File: config.mk
export PLATFORM = sky130hd
export DESIGN_NAME = bitmap_similar_bit_run_length_flat
export DESIGN_NICKNAME = d
export VERILOG_FILES = /design/src/bsbrl_pkg.sv /design/src/bsbrl_if.sv /design/src/bitmap_similar_bit_run_length.sv /design/src/flat_wrapper.sv
export SDC_FILE = /design/constraint.sdc
export NUM_CORES = 1
export LEC_CHECK = 0
export BUFFER_PORTS_ARGS = -buffer_cell sky130_fd_sc_hd__buf_2
export CORE_UTILIZATION = 61
export CTS_BUF_LIST = sky130_fd_sc_hd__clkbuf_2 sky130_fd_sc_hd__clkbuf_4 sky130_fd_sc_hd__clkbuf_8
export DETAILED_ROUTE_END_ITERATION = 8
export GPL_TIMING_DRIVEN = 0
export PLACE_DENSITY = 0.83
export SETUP_SLACK_MARGIN = 0.1
export SLEW_MARGIN = 20
export SYNTH_ARGS = -nofsm -noshare
export SYNTH_HDL_FRONTEND = slang
export SYNTH_SLANG_ARGS = --single-unit
File: constraint.sdc
create_clock -name clk -period 7.7 [get_ports clk]
set_input_delay 1.155 -clock clk [delete_from_list [all_inputs] [get_ports clk]]
set_output_delay 1.155 -clock clk [all_outputs]
set_load 0.01 [all_outputs]
File: src/bsbrl_pkg.sv
package bsbrl_pkg;

    localparam int unsigned MAX_REGION_BYTES = 4096;
    localparam int unsigned RUN_CAP_RAW      = MAX_REGION_BYTES * 8;
    localparam int unsigned RUN_CAP_INT      = (RUN_CAP_RAW > 65535) ? 65535 : RUN_CAP_RAW;

    localparam int unsigned BYTE_W  = 8;
    localparam int unsigned INDEX_W = 3;
    localparam int unsigned TCNT_W  = 4;
    localparam int unsigned RUN_W   = 16;

    localparam logic [RUN_W-1:0]  RUN_CAP     = RUN_W'(RUN_CAP_INT);
    localparam logic [TCNT_W-1:0] BYTE_BITS   = TCNT_W'(BYTE_W);
    localparam logic [BYTE_W-1:0] BYTE_MASK   = 8'hFF;

    typedef logic [BYTE_W-1:0]  byte_t;
    typedef logic [INDEX_W-1:0] bit_index_t;
    typedef logic [TCNT_W-1:0]  tcnt_t;
    typedef logic [RUN_W-1:0]   run_len_t;

    // consecutive ones from bit 0 upward
    function automatic tcnt_t trailing_ones(input byte_t x);
        tcnt_t n;
        logic  stop;
        n    = '0;
        stop = 1'b0;
        for (int i = 0; i < BYTE_W; i++)
        begin
            if (!stop && x[i])
            begin
                n = n + tcnt_t'(1);
            end
            else
            begin
                stop = 1'b1;
            end
        end
        return n;
    endfunction

endpackage

File: src/bsbrl_if.sv
interface bsbrl_in_if
    import bsbrl_pkg::*;
();
    logic       valid;
    logic       ready;
    byte_t      map_byte;
    bit_index_t start_bit;
    logic       first_of_region;
    logic       last_of_region;

    modport source (output valid, output map_byte, output start_bit,
                    output first_of_region, output last_of_region, input ready);
    modport sink   (input valid, input map_byte, input start_bit,
                    input first_of_region, input last_of_region, output ready);
endinterface

interface bsbrl_out_if
    import bsbrl_pkg::*;
();
    logic     valid;
    logic     ready;
    run_len_t run_length;
    logic     run_of_ones;

    modport source (output valid, output run_length, output run_of_ones, input ready);
    modport sink   (input valid, input run_length, input run_of_ones, output ready);
endinterface

File: src/bitmap_similar_bit_run_length.sv
// Bit run length counter over a streamed bitmap region.
//
// item   : one bitmap byte per transfer (bit 0 first), with start_bit,
//          first_of_region and last_of_region marks.
// result : run_length and run_of_ones, one transfer per finished run.
//
// A first_of_region byte opens a run at start_bit; the run closes on the
// byte holding the first differing bit, or on the last_of_region byte.
// Bytes outside an open run produce nothing. run_length saturates at RUN_CAP.
//
// Throughput: one item per cycle while item.ready is high (see Stall).
// Each byte costs an 8-bit trailing-ones count and a 16-bit saturating
// add, done between the input ports and the result register.
// Latency: a result is valid in the cycle after the transfer of the closing
// byte.
// Reset clears the open run and empties the result register.
// Stall: a result not taken is held; item.ready stays high as long as the
// result register is empty or is taken in the same cycle.
module bitmap_similar_bit_run_length
    import bsbrl_pkg::*;
(
    input  logic          clk,
    input  logic          rst_n,
    bsbrl_in_if.sink      item,
    bsbrl_out_if.source   result
);

    logic     run_polarity_reg, run_polarity_next;
    run_len_t run_count_reg,    run_count_next;
    logic     run_open_reg,     run_open_next;
    logic     res_valid_reg,    res_valid_next;
    run_len_t run_length_reg,   run_length_next;
    logic     run_of_ones_reg,  run_of_ones_next;

    logic            accept;
    logic            pol;
    byte_t           same;
    tcnt_t           t;
    tcnt_t           limit;
    run_len_t        base;
    logic [RUN_W:0]  sum;
    run_len_t        sat;
    logic            active;
    logic            ended;

    assign item.ready = !res_valid_reg || result.ready;
    assign accept     = item.valid && item.ready;

    always_comb
    begin
        pol   = item.first_of_region ? item.map_byte[item.start_bit] : run_polarity_reg;
        same  = pol ? item.map_byte : (~item.map_byte & BYTE_MASK);
        if (item.first_of_region)
        begin
            same  = same >> item.start_bit;
            limit = BYTE_BITS - tcnt_t'(item.start_bit);
            base  = '0;
        end
        else
        begin
            limit = BYTE_BITS;
            base  = run_count_reg;
        end
        t      = trailing_ones(same);
        sum    = {1'b0, base} + (RUN_W+1)'(t);
        sat    = (sum > {1'b0, RUN_CAP}) ? RUN_CAP : sum[RUN_W-1:0];
        active = item.first_of_region || run_open_reg;
        ended  = (t < limit) || item.last_of_region;
    end

    always_comb
    begin
        run_polarity_next = run_polarity_reg;
        run_count_next    = run_count_reg;
        run_open_next     = run_open_reg;
        run_length_next   = run_length_reg;
        run_of_ones_next  = run_of_ones_reg;
        res_valid_next    = res_valid_reg && !result.ready;
        if (accept && active)
        begin
            run_polarity_next = pol;
            run_count_next    = sat;
            run_open_next     = !ended;
            if (ended)
            begin
                res_valid_next   = 1'b1;
                run_length_next  = sat;
                run_of_ones_next = pol;
            end
        end
    end

    always_ff @(posedge clk or negedge rst_n)
    begin
        if (!rst_n)
        begin
            run_polarity_reg <= 1'b0;
            run_count_reg    <= '0;
            run_open_reg     <= 1'b0;
            res_valid_reg    <= 1'b0;
        end
        else
        begin
            run_polarity_reg <= run_polarity_next;
            run_count_reg    <= run_count_next;
            run_open_reg     <= run_open_next;
            res_valid_reg    <= res_valid_next;
        end
    end

    always_ff @(posedge clk)
    begin
        run_length_reg  <= run_length_next;
        run_of_ones_reg <= run_of_ones_next;
    end

    assign result.valid       = res_valid_reg;
    assign result.run_length  = run_length_reg;
    assign result.run_of_ones = run_of_ones_reg;

endmodule

File: src/flat_wrapper.sv
// flat-port wrapper written by rule: the top's interface ports become plain ports
module bitmap_similar_bit_run_length_flat import bsbrl_pkg::*;
  (clk, rst_n, item_valid, item_map_byte, item_start_bit, item_first_of_region, item_last_of_region, item_ready, result_valid, result_run_length, result_run_of_ones, result_ready);
  bsbrl_in_if item_i ();
  bsbrl_out_if result_i ();
  input  logic clk;
  input  logic rst_n;
  input wire logic [$bits(item_i.valid)-1:0] item_valid;
  input wire logic [$bits(item_i.map_byte)-1:0] item_map_byte;
  input wire logic [$bits(item_i.start_bit)-1:0] item_start_bit;
  input wire logic [$bits(item_i.first_of_region)-1:0] item_first_of_region;
  input wire logic [$bits(item_i.last_of_region)-1:0] item_last_of_region;
  output wire logic [$bits(item_i.ready)-1:0] item_ready;
  output wire logic [$bits(result_i.valid)-1:0] result_valid;
  output wire logic [$bits(result_i.run_length)-1:0] result_run_length;
  output wire logic [$bits(result_i.run_of_ones)-1:0] result_run_of_ones;
  input wire logic [$bits(result_i.ready)-1:0] result_ready;
  assign item_i.valid = item_valid;
  assign item_i.map_byte = item_map_byte;
  assign item_i.start_bit = item_start_bit;
  assign item_i.first_of_region = item_first_of_region;
  assign item_i.last_of_region = item_last_of_region;
  assign item_ready = item_i.ready;
  assign result_valid = result_i.valid;
  assign result_run_length = result_i.run_length;
  assign result_run_of_ones = result_i.run_of_ones;
  assign result_i.ready = result_ready;
  bitmap_similar_bit_run_length u_core (.clk(clk), .rst_n(rst_n), .item(item_i), .result(result_i));
endmodule
==> results.md, run 1 <==
* Outcome: complete, but fails checks
* Failing checks: negative setup slack
* CP peak stage delay at 0.45 ns
* DR pass1 iterations at 5
* Place WS at -0.770 ns
* Htree depth at 2
* Slack of the worst reg-to-reg path at 0.55 ns
* Tmin final at 7.86 ns
* Critical Path AT at ~8.1 ns
* Global-route wire length before repair at 13500 um
* Async set-or-reset flop fraction in the synthesized netlist at 52.8%
* Largest net degree at the start of global routing at 20
* CTS tree: built
* Global route total overflow at 0
* Critical R2R Launch: u_core.run_polarity_reg
* Clock Path Buffers at 2
* Synth top area cells: edfxtp_1 16%, dfrtp_1 14%, ha_1 5.0%
* CTS clk-pin slew, worst paths at ~0.070 ns
* Slew Limit Fails at 0
* CP Max Fanout at 6
* Hold-fix buffers, CTS at 0
* Hold Path Class: reg -> reg
* Total GRT Usage at about a third
* Clock sinks at 36
* Worst Path Required at 7.93 ns
* Leak at between 1.5 and 2 nW
* I/O pin count at 36
* Worst Max-Slew Pin Slew at 0.728 ns
* Most Frequent Cell on Critical Path: ha_1
* Commonest cells post-synth: 42 x nor2_1, 32 x nand2_1, 19 x a21oi_1, 19 x dfrtp_1, 17 x edfxtp_1
* Final WS setup at -0.161 ns
* Post-Syn Area per Cell at 8.72 um2
* Vias in the first global route at about 3000
* Layout area overhead at 26.5%
* Site Rows at 26
* Die Span X at 75.4 um
* Relative slew margins at roughly 51%
* CTS Root Cell: clkbuf_8
* Met1 WL at about 4000 um
* Min-Delay Endpoint: u_core.run_count_reg[2]
* Setup Viol. Count Final at 17
* Crit Reg-Reg Endpoint: u_core.run_count_reg[6]
* EDFF count, synth at 17
* Max Cap Viol at 0
* Synth area leader: edfxtp_1
* Worst Setup End Kind: flop
* CP max stage cell: nor4_1
* Final WL at 9220 um
* Final instance area at 0.00416 mm2
* Final Non-Filler Cells at approximately 500
* Worst setup path category: in -> reg
* Final Wtd Congestion at 0.904
* VDD IR max at 0.121 mV
* Min-delay src: u_core.run_count_reg[2]
* Final hold violations at 0
* Initial Util at 63.9%
* Synth Cell Area at 0.00329 mm2
* Inserted Diodes at 0
* Crit path launch type: input pin
* Clock skew at just under 0.007 ns
* 1st-iter DRT viols at 252
* Met3 wire length at 616 um
* Routed length per instance at 17.9 um
* Placed Area at roughly 0.0036 mm2
* Syn Inst Count at 377
* Post-route DRC at 0
* Core area at 0.00514 mm2
* Part of the Yosys area used for sequential elements at a little under a third
* Met2 WL at approximately 4400 um
* Via Count at 3281
* Post-synth top area share at 15.5%
* Top Layer Used: met4
* Power per cell area at 219 mW/mm2
* Most common cell in the netlist: nor2_1
* Max Freq at 127 MHz
* Yosys warnings at 0
* Number of port buffers at 31
* TritonCTS Buffers at 5
* Layout Nets at 474
* Final ANT Viol Nets at 0
* Dpl hpwl at 5720 um
* Die H at between 70 and 80 um
* Reg2reg path depth at 35
* Vias per cell at 6.38
* RSZ-0062 raised after global routing: yes
* #FFs+latches synth at 36
* Layout cells sized above 1 at 35.4%
* Hold depth at 2
* Crit share post-route at 102%
* Syn nets at about 400
* Yosys cell types at ~70
* Skew-Pair Late Insertion Delay at about 0.29 ns
* Ys flop type: dfrtp_1
* Initial antenna violation count at 0
* Placed Instances at roughly 480
* Die area at 0.00568 mm2
==> power by group <==
group	total [mW]	internal [mW]	switching [mW]
Clock	0.141	0.0752	0.0660
Sequential	0.264	0.245	0.0195
Combinational	0.503	0.224	0.279
Total	0.909	0.544	0.365
==> layout make-up <==
cell class / instances / area (um2)
inverters: 12 / 45.0
well taps: 70 / 87.6
clock inverters: 1 / 3.75
repair buffers: 59 / 395
clock buffers: 7 / 90.1
multi-input cells: 307 / 2420
flip-flops and latches: 36 / 986
fillers: 330 / 983
plain buffers: 22 / 124
==> worst max-delay path by stage <==
| stage | start | to | slack, ns | depth (start not counted) |
|---|---|---|---|---|
| final | item_start_bit[0] | u_core.run_count_reg[6] | -0.16 | 37 |
| after floorplan | item_start_bit[0] | u_core.result.run_length[9] | 0.13 | 35 |
| after detailed placement | item_start_bit[0] | u_core.run_count_reg[1] | -0.77 | 36 |
| after CTS | item_start_bit[0] | u_core.result.run_length[9] | 0.14 | 36 |
| after global placement | item_start_bit[0] | u_core.run_count_reg[5] | -0.66 | 36 |
| after global routing | item_start_bit[0] | u_core.run_count_reg[6] | -0.47 | 37 |
==> through the flow <==
step / utilization, % / power (mW) / setup TNS, ns / hold WS [ns]
6_report: 80.9 / 0.909 / -1.14 / 0.510
5_1_grt: 80.9 / 0.966 / -8.65 / 0.543
4_1_cts: 75.4 / 0.825 / 0 / 0.501
3_5_place_dp: 69.4 / 0.643 / -16.01 / 0.476
3_3_place_gp: 69.4 / 0.630 / -12.99 / 0.464
2_1_floorplan: - / 0.551 / 0 / 0.441
==> kinds of logic (layout without fill, tap and decap cells) <==
kind of cell | count (synthesis) | in the layout | share of synthesized area (%)
adder cells (fa/ha/maj) | 14 | 14 | 5.56
buffers and inverters | 34 | 101 | 4.61
XOR/XNOR | 28 | 28 | 7.46
AO/OA/AOI/OAI | 91 | 91 | 20.2
multiplexers | 25 | 25 | 8.72
flip-flops | 36 | 36 | 30.0
AND/OR/NAND/NOR | 149 | 149 | 23.4
==> worst max-delay path, delay by kind of cell <==
kind                       cells  cell delay [ns]
buffers and inverters          4             0.49
and+or+nand+nor                8             1.49
muxes                          4             0.71
AOI/OAI and AO/OA             15             2.40
adders and majority gates      6             1.82
==> per-layer routing <==
metal,track usage [%],vias up
met3,5.03,36
met2,51.7,182
met1,42.3,1557
met5,0,-
met4,10.7,0
li1,-,1506
==> cells in the final DEF (no fill, tap or decap), types with 6 or more instances in the layout <==
cell,instances
o211ai_1,6
clkbuf_8,6
nor2b_1,6
inv_1,10
dfrtp_1,19
nor3_1,6
mux2i_1,8
nand2b_1,6
edfxtp_1,17
a21oi_1,13
nand4_1,7
a21oi_2,6
mux2_2,9
nand3_1,10
buf_2,36
clkbuf_1,8
buf_4,28
a21o_1,8
ha_1,12
nor2_1,36
xnor2_1,14
buf_6,7
xor2_1,14
nand2_1,30
==> repair_timing <==
item / 4_1_cts / 5_1_grt
resized for setup: 24 / 53
pin swaps: 13 / 36
setup endpoints to repair: 26 / 43
setup buffers: 16 / 11
gates cloned: 0 / 1
(Power assumes the default switching activity.)
==> inputs of run 2 (changes only) <==
Settings changed: ABC_AREA set to 1, PLACE_DENSITY 0.83 to 0.84.
==> results.md, run 2 <==
* Die area at 0.00520 mm2 (-8.6%)
* Core Util, Final at 86.2% (+5.4 points)
* Power per cell area at 174 mW/mm2 (-20%)
* CP peak stage delay at 0.31 ns (-0.14 ns)
* Largest net degree at the start of global routing at 20 (unchanged)
* Syn nets at 436 (+6.9%)
* Layout Nets at 515 (+8.6%)
* Core area at 0.00472 mm2 (-8.1%)
* Mux contribution to synthesized area at 0% (-8.7 points)
* Final Wtd Congestion at 0.950 (+5.1%)
* Tmin final at 7.64 ns (-0.217 ns)
* Die H at 72.1 um (-4.4%)
* CP Max Fanout at 6 (unchanged)
* Site Rows at 25 (-3.8%)
* Syn Inst Count at 405 (+7.4%)
* Outcome: complete, no violations
* FF/Latch Area at 986 um2 (unchanged)
* Worst Max-Slew Pin Slew at 0.731 ns (+0.00309 ns)
* Worst Setup End Kind: flop
* Part of the Yosys area used for sequential elements at 32.9% (+2.9 points)
* Xor/xnor share of the synthesized area at 5.51% (-2.0 points)
* Setup Viol. Count Final at 0 (-17)
* Hold Path Class: reg -> reg
* TritonCTS Buffers at 5 (unchanged)
* Place WS at -0.751 ns (+0.0189 ns)
* Async set-or-reset flop fraction in the synthesized netlist at 52.8% (unchanged)
* Crit share post-route at 99.3% (-2.8 points)
* EDFF count, synth at 17 (unchanged)
* Number of port buffers at 33 (+6.5%)
* RSZ-0062 raised after global routing: yes
* Total Power at 710 uW (-22%)
* Max Cap Viol at 0 (unchanged)
* Via Count at 3326 (+1.4%)
* Final hold violations at 0 (unchanged)
* 1st-iter DRT viols at 466 (+85%)
* Relative slew margins at 51.2% (+0.38 points)
* Die Span X at 72.1 um (-4.4%)
* Vias in the first global route at 2695 (-7.9%)
* Global-route wire length before repair at 11900 um (-12%)
* Synth top area cells: edfxtp_1 17%, dfrtp_1 16%, nand2_1 12%
* Critical Path AT at 7.85 ns (-0.24 ns)
* Layout area overhead at 35.9%
* Most common cell after layout, fill and taps aside: nand2_1
* CTS clk-pin slew, worst paths at 0.07 ns (about the same)
* DR pass1 iterations at 5 (unchanged)
* Inserted Diodes at 0 (unchanged)
* I/O pin count at 36 (unchanged)
* Dpl hpwl at 4980 um (-13%)
* VDD IR max at 0.156 mV (+29%)
* Area of the multi-input gates at 0.00199 mm2 (-18%)
* Worst Path Required at 7.90 ns (-0.03 ns)
* Post-Syn Area per Cell at 7.40 um2 (-15%)
* Layout cells sized above 1 at 38.1% (+2.8 points)
* Most frequent cells in the layout: 82 x nand2_1, 61 x inv_1, 34 x buf_4, 33 x buf_2, 27 x nor2_1
* Skew-Pair Late Insertion Delay at 0.30 ns (about the same)
* Initial antenna violation count at 0 (unchanged)
* Aggregate negative setup slack at 0 ns (+1.14 ns)
* Crit path launch type: input pin
* Hold-fix buffers, CTS at 0 (unchanged)
* Post-route DRC at 0 (unchanged)
* Simple-Gate Fraction of Synth Area at 36.2% (+13 points)
* Global route total overflow at 0 (unchanged)
* FILL cells at 225 (-32%)
* Post-synth top area share at 17.0% (+1.5 points)
* Yosys cell types at 38 (-44%)
* Most Frequent Cell on Critical Path: nand2_1
* Final WL at 9860 um (+7.0%)
* Commonest cells post-synth: 96 x nand2_1, 67 x inv_1, 34 x nor2_1, 29 x nand3_1, 19 x dfrtp_1
* Synth area leader: edfxtp_1
* Htree depth at 2 (unchanged)
* #FFs+latches synth at 36 (unchanged)
* Compound-Gate Fraction of Synth Area at 7.52% (-13 points)
* Synth Cell Area at 0.00300 mm2 (-8.8%)
* Clock sinks at 36 (unchanged)
* Slew Limit Fails at 0 (unchanged)
* Worst setup path category: in -> reg
* CTS tree: built
* Final ANT Viol Nets at 0 (unchanged)
* Max Freq at 131 MHz (+2.8%)
* Total GRT Usage at 29.7% (-1.8 points)
* Leak at 1.95 nW (+9.0%)
* Vias per cell at 6.03 (-5.6%)
* Initial Util at 63.4% (-0.48 points)
* Most common cell in the netlist: nand2_1
* Synth Area in Adders at 6.10% (+0.54 points)
* Routed length per instance at 17.9 um (-0.36%)
* Yosys warnings at 0 (unchanged)
* Combinational family with the most area after synthesis: simple AND/OR/NAND/NOR gates
* Clock skew at 0.00916 ns (+0.00242 ns)
* CTS Root Cell: clkbuf_8
* CP max stage cell: ha_1
* Ys flop type: dfrtp_1
* Clock Path Buffers at 2 (unchanged)
* Final WS setup at 0.0554 ns (+0.217 ns)
==> run 2: cell types whose count changed in the layout (fill, tap and decap cells not counted), sizes merged, moves of 6 or more <==
| cell | delta |
|---|---|
| a21o | -7 |
| a21oi | -13 |
| and3 | -6 |
| inv | +59 |
| mux2 | -13 |
| mux2i | -11 |
| nand2 | +78 |
| nand2b | -6 |
| nand3 | +32 |
| nor2b | -11 |
| o211ai | -6 |
| o21ai | +11 |
| xnor2 | -10 |
==> run 2: per-stage QoR <==
step | hold WS, ns | instance area (um2) | std cells
after floorplan | 0.450 | 3000 | 405
after global placement | 0.464 | 3250 | 505
after detailed placement | 0.501 | 3250 | 505
after CTS | 0.518 | 3540 | 528
after global routing | 0.541 | 4070 | 552
final | 0.520 | 4070 | 552
==> run 2: report_power, final <==
part	switching (mW)	internal [mW]
combinational	0.204	0.129
sequential	0.00771	0.228
clock	0.0706	0.0706
==> run 2: final timing paths <==
| kind | startpoint | cells past startpoint | to | slack, ns |
|---|---|---|---|---|
| worst min-delay path | u_core.run_open_reg | 2 | u_core.run_open_reg | 0.52 |
| max in group asynchronous | rst_n | 1 | u_core.result.valid | 6.54 |
| min in group asynchronous | rst_n | 1 | u_core.run_count_reg[8] | 0.81 |
| worst min register to register | u_core.run_open_reg | 2 | u_core.run_open_reg | 0.52 |
| worst max-delay path | item_map_byte[5] | 49 | u_core.run_count_reg[0] | 0.06 |
| worst max register to register | u_core.run_polarity_reg | 44 | u_core.run_count_reg[0] | 0.74 |
==> run 2: cell type report <==
| cell class | count | share of cell area, % |
|---|---|---|
| clock buffer | 7 | 2.06 |
| inverter | 72 | 7.13 |
| timing repair buffer | 72 | 13.0 |
| tap | 67 | 2.06 |
| multi-input combinational | 286 | 48.9 |
| clock inverter | 1 | 0.123 |
| buffer | 11 | 2.49 |
| sequential | 36 | 24.2 |
==> run 2: what timing repair did <==
item | in CTS | in global routing
gates cloned | 1 | 2
resized for setup | 18 | 75
setup buffers | 14 | 22
setup endpoints to repair | 29 | 29
pin swaps | 14 | 43
==> run 2: routing by layer <==
layer  GRT usage, %  vias up  share of wire [%]
li1               -     1431                  -
met1           39.4     1542                 38
met2           48.0      277                 46
met3           4.58       76                 10
met4           13.3        0                5.5
met5              0        -                  0
==> run 2: kinds of logic (layout without fill, tap and decap cells) <==
family,count (synthesis),count (layout)
simple gates,215,215
buf+inv,83,163
compound gates,39,39
flops,36,36
xor+xnor,18,18
fa+ha+maj,14,14
==> run 2: worst max-delay path: cells and delay by family <==
kind                       cells  cell delay (ns)
AOI/OAI and AO/OA              9             1.01
adders and majority gates      6             1.56
buffers and inverters          7             0.66
and+or+nand+nor               26             3.29
xor gates and xnor gates       1             0.16
